File: src/sv/nectx_pkg.sv
`timescale 1ns / 1ps
// ----------------------------------------------------------------------------
// nectx_pkg
// Shared types, constants and helpers of the NEC IR transmitter.
// ----------------------------------------------------------------------------
package nectx_pkg;

    localparam int unsigned FRAME_BITS = 32;
    localparam int unsigned BIT_IDX_W  = 6;
    localparam int unsigned TICK_W     = 16;
    localparam int unsigned CYCLE_W    = 10;
    localparam int unsigned CFG_IDX_W  = 3;
    localparam int unsigned CFG_DATA_W = 16;
    localparam int unsigned OUT_DATA_W = 40;

    typedef enum logic [2:0] {
        PH_IDLE       = 3'd0,
        PH_LEAD_MARK  = 3'd1,
        PH_LEAD_SPACE = 3'd2,
        PH_BIT_MARK   = 3'd3,
        PH_BIT_SPACE  = 3'd4,
        PH_STOP_MARK  = 3'd5
    } phase_t;

    typedef enum logic [1:0] {
        ST_NONE          = 2'd0,
        ST_STARTED       = 2'd1,
        ST_REJ_DISABLED  = 2'd2,
        ST_REJ_BUSY      = 2'd3
    } status_t;

    typedef enum logic [CFG_IDX_W-1:0] {
        REG_ENABLE        = 3'd0,
        REG_CARRIER_PER   = 3'd1,
        REG_CARRIER_HIGH  = 3'd2,
        REG_LEAD_MARK     = 3'd3,
        REG_LEAD_SPACE    = 3'd4,
        REG_BIT_MARK      = 3'd5,
        REG_ZERO_SPACE    = 3'd6,
        REG_ONE_SPACE     = 3'd7
    } cfg_index_t;

    localparam logic [7:0]  RST_CARRIER_PER  = 8'd26;
    localparam logic [7:0]  RST_CARRIER_HIGH = 8'd8;
    localparam logic [9:0]  RST_LEAD_MARK    = 10'd346;
    localparam logic [15:0] RST_LEAD_SPACE   = 16'd4500;
    localparam logic [9:0]  RST_BIT_MARK     = 10'd21;
    localparam logic [15:0] RST_ZERO_SPACE   = 16'd560;
    localparam logic [15:0] RST_ONE_SPACE    = 16'd1690;

    typedef struct packed {
        logic        enable;
        logic [7:0]  carrier_period_us;
        logic [7:0]  carrier_high_us;
        logic [9:0]  leader_mark_cycles;
        logic [15:0] leader_space_us;
        logic [9:0]  bit_mark_cycles;
        logic [15:0] zero_space_us;
        logic [15:0] one_space_us;
    } cfg_t;

    typedef struct packed {
        logic        ir_level;
        logic        busy_res;
        status_t     status;
        logic [31:0] last_code_out;
    } result_t;

    // Reorders the code into send order: byte 31:24 first, each byte LSB first.
    function automatic logic [FRAME_BITS-1:0] frame_order(input logic [FRAME_BITS-1:0] code);
        logic [FRAME_BITS-1:0] seq;
        for (int j = 0; j < FRAME_BITS; j++) begin
            seq[j] = code[(3 - j / 8) * 8 + (j % 8)];
        end
        return seq;
    endfunction

    function automatic logic is_mark(input phase_t p);
        return (p == PH_LEAD_MARK) || (p == PH_BIT_MARK) || (p == PH_STOP_MARK);
    endfunction

endpackage

File: src/sv/nectx_engine.sv
`timescale 1ns / 1ps
// ----------------------------------------------------------------------------
// nectx_engine
// Frame state and per-item update: one tick or start item per enabled cycle.
// ----------------------------------------------------------------------------
module nectx_engine (
    input  logic                clk,
    input  logic                rst_n,
    input  logic                step,
    input  logic                op,
    input  logic [31:0]         code,
    input  nectx_pkg::cfg_t     cfg,
    output nectx_pkg::result_t  res
);

    nectx_pkg::phase_t                        phase_reg, phase_next;
    logic [nectx_pkg::TICK_W-1:0]             tick_reg, tick_next;
    logic [nectx_pkg::CYCLE_W-1:0]            cycle_reg, cycle_next;
    logic [nectx_pkg::BIT_IDX_W-1:0]          bit_reg, bit_next;
    logic [31:0]                              frame_reg, frame_next;
    logic [31:0]                              last_reg, last_next;

    nectx_pkg::phase_t                        req_ph;
    logic [nectx_pkg::BIT_IDX_W-1:0]          req_b;
    logic                                     req_en;
    nectx_pkg::phase_t                        ent_ph;
    logic [nectx_pkg::BIT_IDX_W-1:0]          ent_b;

    logic [31:0]                              seq;
    logic [31:0]                              skip;
    logic [31:0]                              cand;
    logic                                     found;
    logic [4:0]                               first;
    logic [nectx_pkg::BIT_IDX_W-1:0]          b_inc;
    logic                                     accept_start;
    nectx_pkg::status_t                       status;
    logic                                     level_cur;
    logic                                     level_next;
    logic [nectx_pkg::TICK_W:0]               tick_inc;
    logic [nectx_pkg::CYCLE_W:0]              cycle_inc;
    logic [15:0]                              space_len;
    logic [9:0]                               mark_len;

    assign accept_start = op && cfg.enable && (phase_reg == nectx_pkg::PH_IDLE);
    assign seq          = nectx_pkg::frame_order(accept_start ? code : frame_reg);

    always_comb
    begin
        for (int j = 0; j < 32; j++) begin
            skip[j] = seq[j] ? (cfg.one_space_us == '0) : (cfg.zero_space_us == '0);
        end
    end

    assign tick_inc  = {1'b0, tick_reg} + 17'd1;
    assign cycle_inc = {1'b0, cycle_reg} + 11'd1;
    assign b_inc     = bit_reg + 6'd1;
    assign space_len = (phase_reg == nectx_pkg::PH_LEAD_SPACE) ? cfg.leader_space_us :
                       (seq[bit_reg[4:0]] ? cfg.one_space_us : cfg.zero_space_us);
    assign mark_len  = (phase_reg == nectx_pkg::PH_LEAD_MARK) ? cfg.leader_mark_cycles :
                       cfg.bit_mark_cycles;
    assign level_cur = nectx_pkg::is_mark(phase_reg) && ({8'd0, cfg.carrier_high_us} > tick_reg);

    // Phase end / start: which phase to enter, item status and counter updates
    always_comb
    begin
        req_en     = 1'b0;
        req_ph     = nectx_pkg::PH_IDLE;
        req_b      = bit_reg;
        tick_next  = tick_reg;
        cycle_next = cycle_reg;
        status     = nectx_pkg::ST_NONE;
        frame_next = frame_reg;
        last_next  = last_reg;
        if (op) begin
            if (!cfg.enable) begin
                status = nectx_pkg::ST_REJ_DISABLED;
            end else if (phase_reg != nectx_pkg::PH_IDLE) begin
                status = nectx_pkg::ST_REJ_BUSY;
            end else begin
                status     = nectx_pkg::ST_STARTED;
                frame_next = code;
                last_next  = code;
                req_en     = 1'b1;
                req_ph     = nectx_pkg::PH_LEAD_MARK;
                req_b      = '0;
            end
        end else if (phase_reg != nectx_pkg::PH_IDLE) begin
            if (nectx_pkg::is_mark(phase_reg)) begin
                if (tick_inc >= {9'd0, cfg.carrier_period_us}) begin
                    tick_next = '0;
                    if (cycle_inc >= {1'b0, mark_len}) begin
                        req_en = 1'b1;
                    end else begin
                        cycle_next = cycle_inc[nectx_pkg::CYCLE_W-1:0];
                    end
                end else begin
                    tick_next = tick_inc[nectx_pkg::TICK_W-1:0];
                end
            end else begin
                if (tick_inc >= {1'b0, space_len}) begin
                    req_en = 1'b1;
                end else begin
                    tick_next = tick_inc[nectx_pkg::TICK_W-1:0];
                end
            end
            if (req_en) begin
                case (phase_reg)
                    nectx_pkg::PH_LEAD_MARK:  req_ph = nectx_pkg::PH_LEAD_SPACE;
                    nectx_pkg::PH_LEAD_SPACE:
                    begin
                        req_ph = nectx_pkg::PH_BIT_MARK;
                        req_b  = '0;
                    end
                    nectx_pkg::PH_BIT_MARK:   req_ph = nectx_pkg::PH_BIT_SPACE;
                    nectx_pkg::PH_BIT_SPACE:
                    begin
                        req_b  = b_inc;
                        req_ph = b_inc[5] ? nectx_pkg::PH_STOP_MARK : nectx_pkg::PH_BIT_MARK;
                    end
                    default:                  req_ph = nectx_pkg::PH_IDLE;
                endcase
            end
        end
    end

    // Skip phases of zero length
    always_comb
    begin
        ent_ph = req_ph;
        ent_b  = req_b;
        cand   = '0;
        found  = 1'b0;
        first  = '0;
        if (ent_ph == nectx_pkg::PH_LEAD_MARK && cfg.leader_mark_cycles == '0) begin
            ent_ph = nectx_pkg::PH_LEAD_SPACE;
        end
        if (ent_ph == nectx_pkg::PH_LEAD_SPACE && cfg.leader_space_us == '0) begin
            ent_ph = nectx_pkg::PH_BIT_MARK;
            ent_b  = '0;
        end
        if (ent_ph == nectx_pkg::PH_BIT_SPACE && skip[ent_b[4:0]]) begin
            ent_b  = ent_b + 6'd1;
            ent_ph = ent_b[5] ? nectx_pkg::PH_STOP_MARK : nectx_pkg::PH_BIT_MARK;
        end
        if (ent_ph == nectx_pkg::PH_BIT_MARK && cfg.bit_mark_cycles == '0) begin
            cand = ~skip & ~((32'd1 << ent_b[4:0]) - 32'd1);
            for (int j = 31; j >= 0; j--) begin
                if (cand[j]) begin
                    found = 1'b1;
                    first = 5'(j);
                end
            end
            if (found) begin
                ent_ph = nectx_pkg::PH_BIT_SPACE;
                ent_b  = {1'b0, first};
            end else begin
                ent_ph = nectx_pkg::PH_STOP_MARK;
                ent_b  = 6'd32;
            end
        end
        if (ent_ph == nectx_pkg::PH_STOP_MARK && cfg.bit_mark_cycles == '0) begin
            ent_ph = nectx_pkg::PH_IDLE;
        end
    end

    always_comb
    begin
        phase_next = phase_reg;
        bit_next   = bit_reg;
        if (req_en) begin
            phase_next = ent_ph;
            bit_next   = ent_b;
        end
    end

    assign level_next = nectx_pkg::is_mark(phase_next) &&
                        ({8'd0, cfg.carrier_high_us} > (req_en ? '0 : tick_next));

    assign res.ir_level      = op ? level_next : level_cur;
    assign res.busy_res      = (phase_next != nectx_pkg::PH_IDLE);
    assign res.status        = status;
    assign res.last_code_out = last_next;

    always_ff @(posedge clk or negedge rst_n)
    begin
        if (!rst_n) begin
            phase_reg <= nectx_pkg::PH_IDLE;
            tick_reg  <= '0;
            cycle_reg <= '0;
            bit_reg   <= '0;
            frame_reg <= '0;
            last_reg  <= '0;
        end else if (step) begin
            phase_reg <= phase_next;
            tick_reg  <= req_en ? '0 : tick_next;
            cycle_reg <= req_en ? '0 : cycle_next;
            bit_reg   <= bit_next;
            frame_reg <= frame_next;
            last_reg  <= last_next;
        end
    end

endmodule

File: src/sv/nec_ir_transmitter_unit.sv
`timescale 1ns / 1ps
// ----------------------------------------------------------------------------
// nec_ir_transmitter_unit
// NEC IR frame transmitter paced by one-microsecond tick transfers.
// ----------------------------------------------------------------------------
//  Channel   Dir   Signals                      Content
//  s_*       in    tvalid tready tdata tuser     tick or start item
//  m_*       out   tvalid tready tdata           result of one item
//  cfg_*     in    we index data                 register write
//
//  One item per cycle sustained while m_tready stays high; an item passes the
//  input register, then the state update and result register in the same edge.
//  Reset clears the frame state and loads register defaults.
//  A stalled m_tready holds the result; the input register keeps taking one
//  more transfer, then s_tready drops until the result is taken.
// ----------------------------------------------------------------------------
module nec_ir_transmitter_unit (
    input  logic                                  clk,
    input  logic                                  rst_n,
    input  logic                                  s_tvalid,
    output logic                                  s_tready,
    input  logic [31:0]                           s_tdata,   // [31:0] code
    input  logic                                  s_tuser,   // [0] op
    output logic                                  m_tvalid,
    input  logic                                  m_tready,
    // [0] ir_level, [1] busy_res, [3:2] status, [35:4] last_code_out, [39:36] zero
    output logic [nectx_pkg::OUT_DATA_W-1:0]      m_tdata,
    input  logic                                  cfg_we,
    input  logic [nectx_pkg::CFG_IDX_W-1:0]       cfg_index,
    input  logic [nectx_pkg::CFG_DATA_W-1:0]      cfg_data
);

    nectx_pkg::cfg_t     cfg_reg;
    nectx_pkg::result_t  res;
    logic                in_valid_reg;
    logic                in_op_reg;
    logic [31:0]         in_code_reg;
    logic                out_valid_reg;
    logic [nectx_pkg::OUT_DATA_W-1:0] out_data_reg;
    logic                step;

    assign step     = in_valid_reg && (!out_valid_reg || m_tready);
    assign s_tready = !in_valid_reg || step;
    assign m_tvalid = out_valid_reg;
    assign m_tdata  = out_data_reg;

    always_ff @(posedge clk or negedge rst_n)
    begin
        if (!rst_n) begin
            cfg_reg.enable             <= 1'b0;
            cfg_reg.carrier_period_us  <= nectx_pkg::RST_CARRIER_PER;
            cfg_reg.carrier_high_us    <= nectx_pkg::RST_CARRIER_HIGH;
            cfg_reg.leader_mark_cycles <= nectx_pkg::RST_LEAD_MARK;
            cfg_reg.leader_space_us    <= nectx_pkg::RST_LEAD_SPACE;
            cfg_reg.bit_mark_cycles    <= nectx_pkg::RST_BIT_MARK;
            cfg_reg.zero_space_us      <= nectx_pkg::RST_ZERO_SPACE;
            cfg_reg.one_space_us       <= nectx_pkg::RST_ONE_SPACE;
        end else if (cfg_we) begin
            case (nectx_pkg::cfg_index_t'(cfg_index))
                nectx_pkg::REG_ENABLE:       cfg_reg.enable             <= cfg_data[0];
                nectx_pkg::REG_CARRIER_PER:  cfg_reg.carrier_period_us  <= cfg_data[7:0];
                nectx_pkg::REG_CARRIER_HIGH: cfg_reg.carrier_high_us    <= cfg_data[7:0];
                nectx_pkg::REG_LEAD_MARK:    cfg_reg.leader_mark_cycles <= cfg_data[9:0];
                nectx_pkg::REG_LEAD_SPACE:   cfg_reg.leader_space_us    <= cfg_data;
                nectx_pkg::REG_BIT_MARK:     cfg_reg.bit_mark_cycles    <= cfg_data[9:0];
                nectx_pkg::REG_ZERO_SPACE:   cfg_reg.zero_space_us      <= cfg_data;
                nectx_pkg::REG_ONE_SPACE:    cfg_reg.one_space_us       <= cfg_data;
                default:                     cfg_reg.enable             <= cfg_reg.enable;
            endcase
        end
    end

    always_ff @(posedge clk or negedge rst_n)
    begin
        if (!rst_n) begin
            in_valid_reg  <= 1'b0;
            out_valid_reg <= 1'b0;
        end else begin
            if (s_tvalid && s_tready) begin
                in_valid_reg <= 1'b1;
            end else if (step) begin
                in_valid_reg <= 1'b0;
            end
            if (step) begin
                out_valid_reg <= 1'b1;
            end else if (m_tready) begin
                out_valid_reg <= 1'b0;
            end
        end
    end

    always_ff @(posedge clk)
    begin
        if (s_tvalid && s_tready) begin
            in_op_reg   <= s_tuser;
            in_code_reg <= s_tdata;
        end
        if (step) begin
            out_data_reg <= {4'd0, res.last_code_out, res.status, res.busy_res, res.ir_level};
        end
    end

    nectx_engine u_engine (
        .clk   (clk),
        .rst_n (rst_n),
        .step  (step),
        .op    (in_op_reg),
        .code  (in_code_reg),
        .cfg   (cfg_reg),
        .res   (res)
    );

endmodule
File: config.mk
export PLATFORM = sky130hd
export DESIGN_NAME = nec_ir_transmitter_unit
export DESIGN_NICKNAME = d
export VERILOG_FILES = /design/src/sv/nectx_pkg.sv /design/src/sv/nectx_engine.sv /design/src/sv/nec_ir_transmitter_unit.sv
export SDC_FILE = /design/constraint.sdc
export NUM_CORES = 1
export LEC_CHECK = 0
export BUFFER_PORTS_ARGS = -buffer_cell sky130_fd_sc_hd__buf_2
export CAP_MARGIN = 0
export CORE_MARGIN = 5
export CORE_UTILIZATION = 40
export CTS_CLUSTER_SIZE = 12
export DETAILED_ROUTE_END_ITERATION = 8
export HOLD_SLACK_MARGIN = 0.15
export PLACE_DENSITY = 0.53
export SYNTH_ARGS = -nofsm -noshare
export SYNTH_HDL_FRONTEND = slang
export SYNTH_SLANG_ARGS = --single-unit
File: constraint.sdc
create_clock -name clk -period 11.7 [get_ports clk]
set_input_delay 1.17 -clock clk [delete_from_list [all_inputs] [get_ports clk]]
set_output_delay 1.17 -clock clk [all_outputs]
set_load 0.02 [all_outputs]
==> impl_metrics.yaml <==
sta:
  tightest_slew_ps: 1100
  tns_ps: 0
  fin_crit_sh_pct: 95.1
  setup_viol: 0
  slew_viol_final: 0
  hold_violations: 0
  worst_hold_slack_ps: 469
  min_period_ps: 11120
  max-slew-margin-rel_pct: 26.2
  maxClockFrequency_ghz: 0.0899
  setup_slack_ps: 577
  skew_ps: 18.9
  rsz0062_at_grt: "false"
placed_design:
  dpl_worst_slack_ps: 478
  place_hpwl_mm: 36.5
  post-place-cells: 2247
  place_congestion: 0.947
  portBuffers: 94
finish:
  antenna_cells: 0
  largest_register_ffs: 85
  final_common_cell: "nand2_1"
  final_cell_mix: "nand2_1, dfrtp_1, nor2_1, buf_2, o21ai_0"
  final-instance-count-excl-fill: 2302
  final.fill_count: 3758
  syn2layout_area_growth_pct: 12.0
  fin_nets: 1876
  drive_above_1_share_pct: 18.6
logic_synthesis:
  syn_area_um2: 15700
  synth_edf_count: 69
  synth.distinct_cells: 103
  ys_warn_count: 0
  synth_cells: 1690
  ys_seq_area_share_pct: 43.0
  synth-seq-cells: 255
  ys.flop_type: "dfrtp_1"
  async_flop_share_pct: 72.9
  avgSynthCellArea_um2: 9.31
global_route:
  track_usage_pct: 21.9
  grt_pass1_vias: 12800
  antenna_found_initial: 1
  grt.overflow.total: 0
  grt_max_degree: 75
  grt_pass1_wl_mm: 76.2
detailed_routing:
  drt_iter0_markers: 1416
  route.antenna.remaining_nets: 0
  drt-total-wl_mm: 49.0
  num_vias: 13300
  vias_per_cell: 5.78
  drc: 0
  first_pass_iters: 6
  wire_per_inst_um: 21.3
power:
  total_power_mw: 3.57
  p_leak_nw: 7.58
  irDropWorstVdd_uv: 112
  powerDensity_nw_per_um2: 203
cts:
  cts_tree: "yes"
  numCtsBuffers: 29
  clk_pin_slew_ps: 60
  h-tree-depth: 1
  hold_buffers: 0
  clk_latency_ps: 560
  clockBufferDepth: 3
  cts_root_buf: "clkbuf_16"
  clock-sinks: 255
floorplanning:
  die_y_um: 208
  core_area_um2: 38800
  dieArea_um2: 43400
  rows: 72
  die_w_um: 208
  start_util_pct: 40.5
  ios: 99
setup_path:
  cp_slowest_cell: "a211o_1"
  worst_path_most_repeated_cell: "nor2_1"
  cp_slowest_stage_delay_ps: 600
  start_kind: "flip-flop"
  cp-end-kind: "flip-flop"
  worstPathArrival_ps: 11430
  critPathKind: "reg2reg"
  crit_path_max_fanout: 34
  required_ps: 12010
run:
  cap_violations: 0
status:
  status: "completed"
min_path:
  hp-class: "reg2reg"
==> routing by layer <==
layer / vias to the layer above / share of wire, % / GRT usage (%)
li1: 6288 / - / -
met1: 6491 / 50 / 34.9
met2: 453 / 42 / 31.3
met3: 65 / 6.2 / 3.10
met4: 0 / 2.1 / 4.78
met5: - / 0 / 0
==> power by group <==
part | leakage, nW | switching, mW | total (mW) | internal [mW]
logic | 4.22 | 0.856 | 1.41 | 0.553
clock network | 0.413 | 0.364 | 0.826 | 0.463
registers | 2.95 | 0.168 | 1.34 | 1.17
total | 7.58 | 1.39 | 3.57 | 2.19
==> stage by stage <==
step / instance area, um2 / utilization (%)
after floorplan: 15700 / -
after global placement: 16700 / 43.1
after detailed placement: 16700 / 43.1
after CTS: 17600 / 45.3
after global routing: 17600 / 45.4
final: 17600 / 45.4
==> cells in the mapped netlist, types with 9 or more instances <==
| cell | number | share of area [%] |
|---|---|---|
| nand2_1 | 398 | 9.5 |
| dfrtp_1 | 160 | 25 |
| nor2_1 | 99 | 2.4 |
| o21ai_0 | 88 | 2.8 |
| a21oi_1 | 82 | 2.6 |
| mux2_2 | 82 | 5.9 |
| edfxtp_1 | 69 | 13 |
| clkbuf_1 | 56 | 1.3 |
| ha_1 | 55 | 4.4 |
| mux2i_1 | 46 | 2.9 |
| nand3_1 | 38 | 1.2 |
| inv_1 | 30 | 0.72 |
| nor3_1 | 30 | 0.95 |
| a21boi_0 | 29 | 1.4 |
| dfstp_2 | 26 | 4.3 |
| nor4_1 | 26 | 1.0 |
| xnor2_1 | 21 | 1.2 |
| nand4_1 | 18 | 0.72 |
| buf_2 | 17 | 0.54 |
| nand2b_1 | 16 | 0.64 |
| a21o_1 | 15 | 0.72 |
| a211oi_1 | 13 | 0.62 |
| o211ai_1 | 12 | 0.57 |
| a31oi_1 | 11 | 0.44 |
| and3_1 | 11 | 0.44 |
| o21a_1 | 10 | 0.48 |
| xor2_1 | 9 | 0.50 |
==> cell type report <==
| class | count | area, um2 | area share, % |
|---|---|---|---|
| tap | 518 | 648 | 3.68 |
| timing repair buffer | 126 | 732 | 4.15 |
| clock inverter | 12 | 73.8 | 0.419 |
| multi-input combinational | 1320 | 8510 | 48.3 |
| inverter | 32 | 120 | 0.682 |
| sequential | 255 | 6760 | 38.4 |
| clock buffer | 39 | 773 | 4.39 |
==> worst paths after layout <==
path | from | end | slack, ps | depth (start not counted)
max in group asynchronous | rst_n | u_engine.frame_reg[11] | 9050 | 3
min in group asynchronous | rst_n | cfg_reg[63] | 600 | 1
worst max-delay path | u_engine.phase_reg[0] | m_tdata[1] | 580 | 39
worst max register to register | u_engine.phase_reg[0] | m_tdata[1] | 580 | 39
worst min register to register | u_engine.frame_reg[22] | u_engine.frame_reg[22] | 470 | 2
worst min-delay path | u_engine.frame_reg[22] | u_engine.frame_reg[22] | 470 | 2
==> critical path, delay by kind of cell (launching register included) <==
kind / cells / cell delay [ps]
AOI/OAI and AO/OA: 20 / 5130
and+or+nand+nor: 12 / 2980
adders and majority gates: 2 / 680
muxes: 2 / 730
DFF: 1 / 540
buffers and inverters: 3 / 740
==> logic make-up after synthesis <==
family	synth area share, %
compound gates	16.8
xor+xnor	1.67
fa+ha+maj	4.44
buf+inv	3.26
flops	43.0
mux	10.2
other cells	0.0238
simple gates	20.6
==> repair_timing <==
item | CTS | global route
setup buffers | 0 | 4
endpoints found under the setup margin | 0 | 7
gates resized for setup | 0 | 1
(Power assumes the default switching activity.)
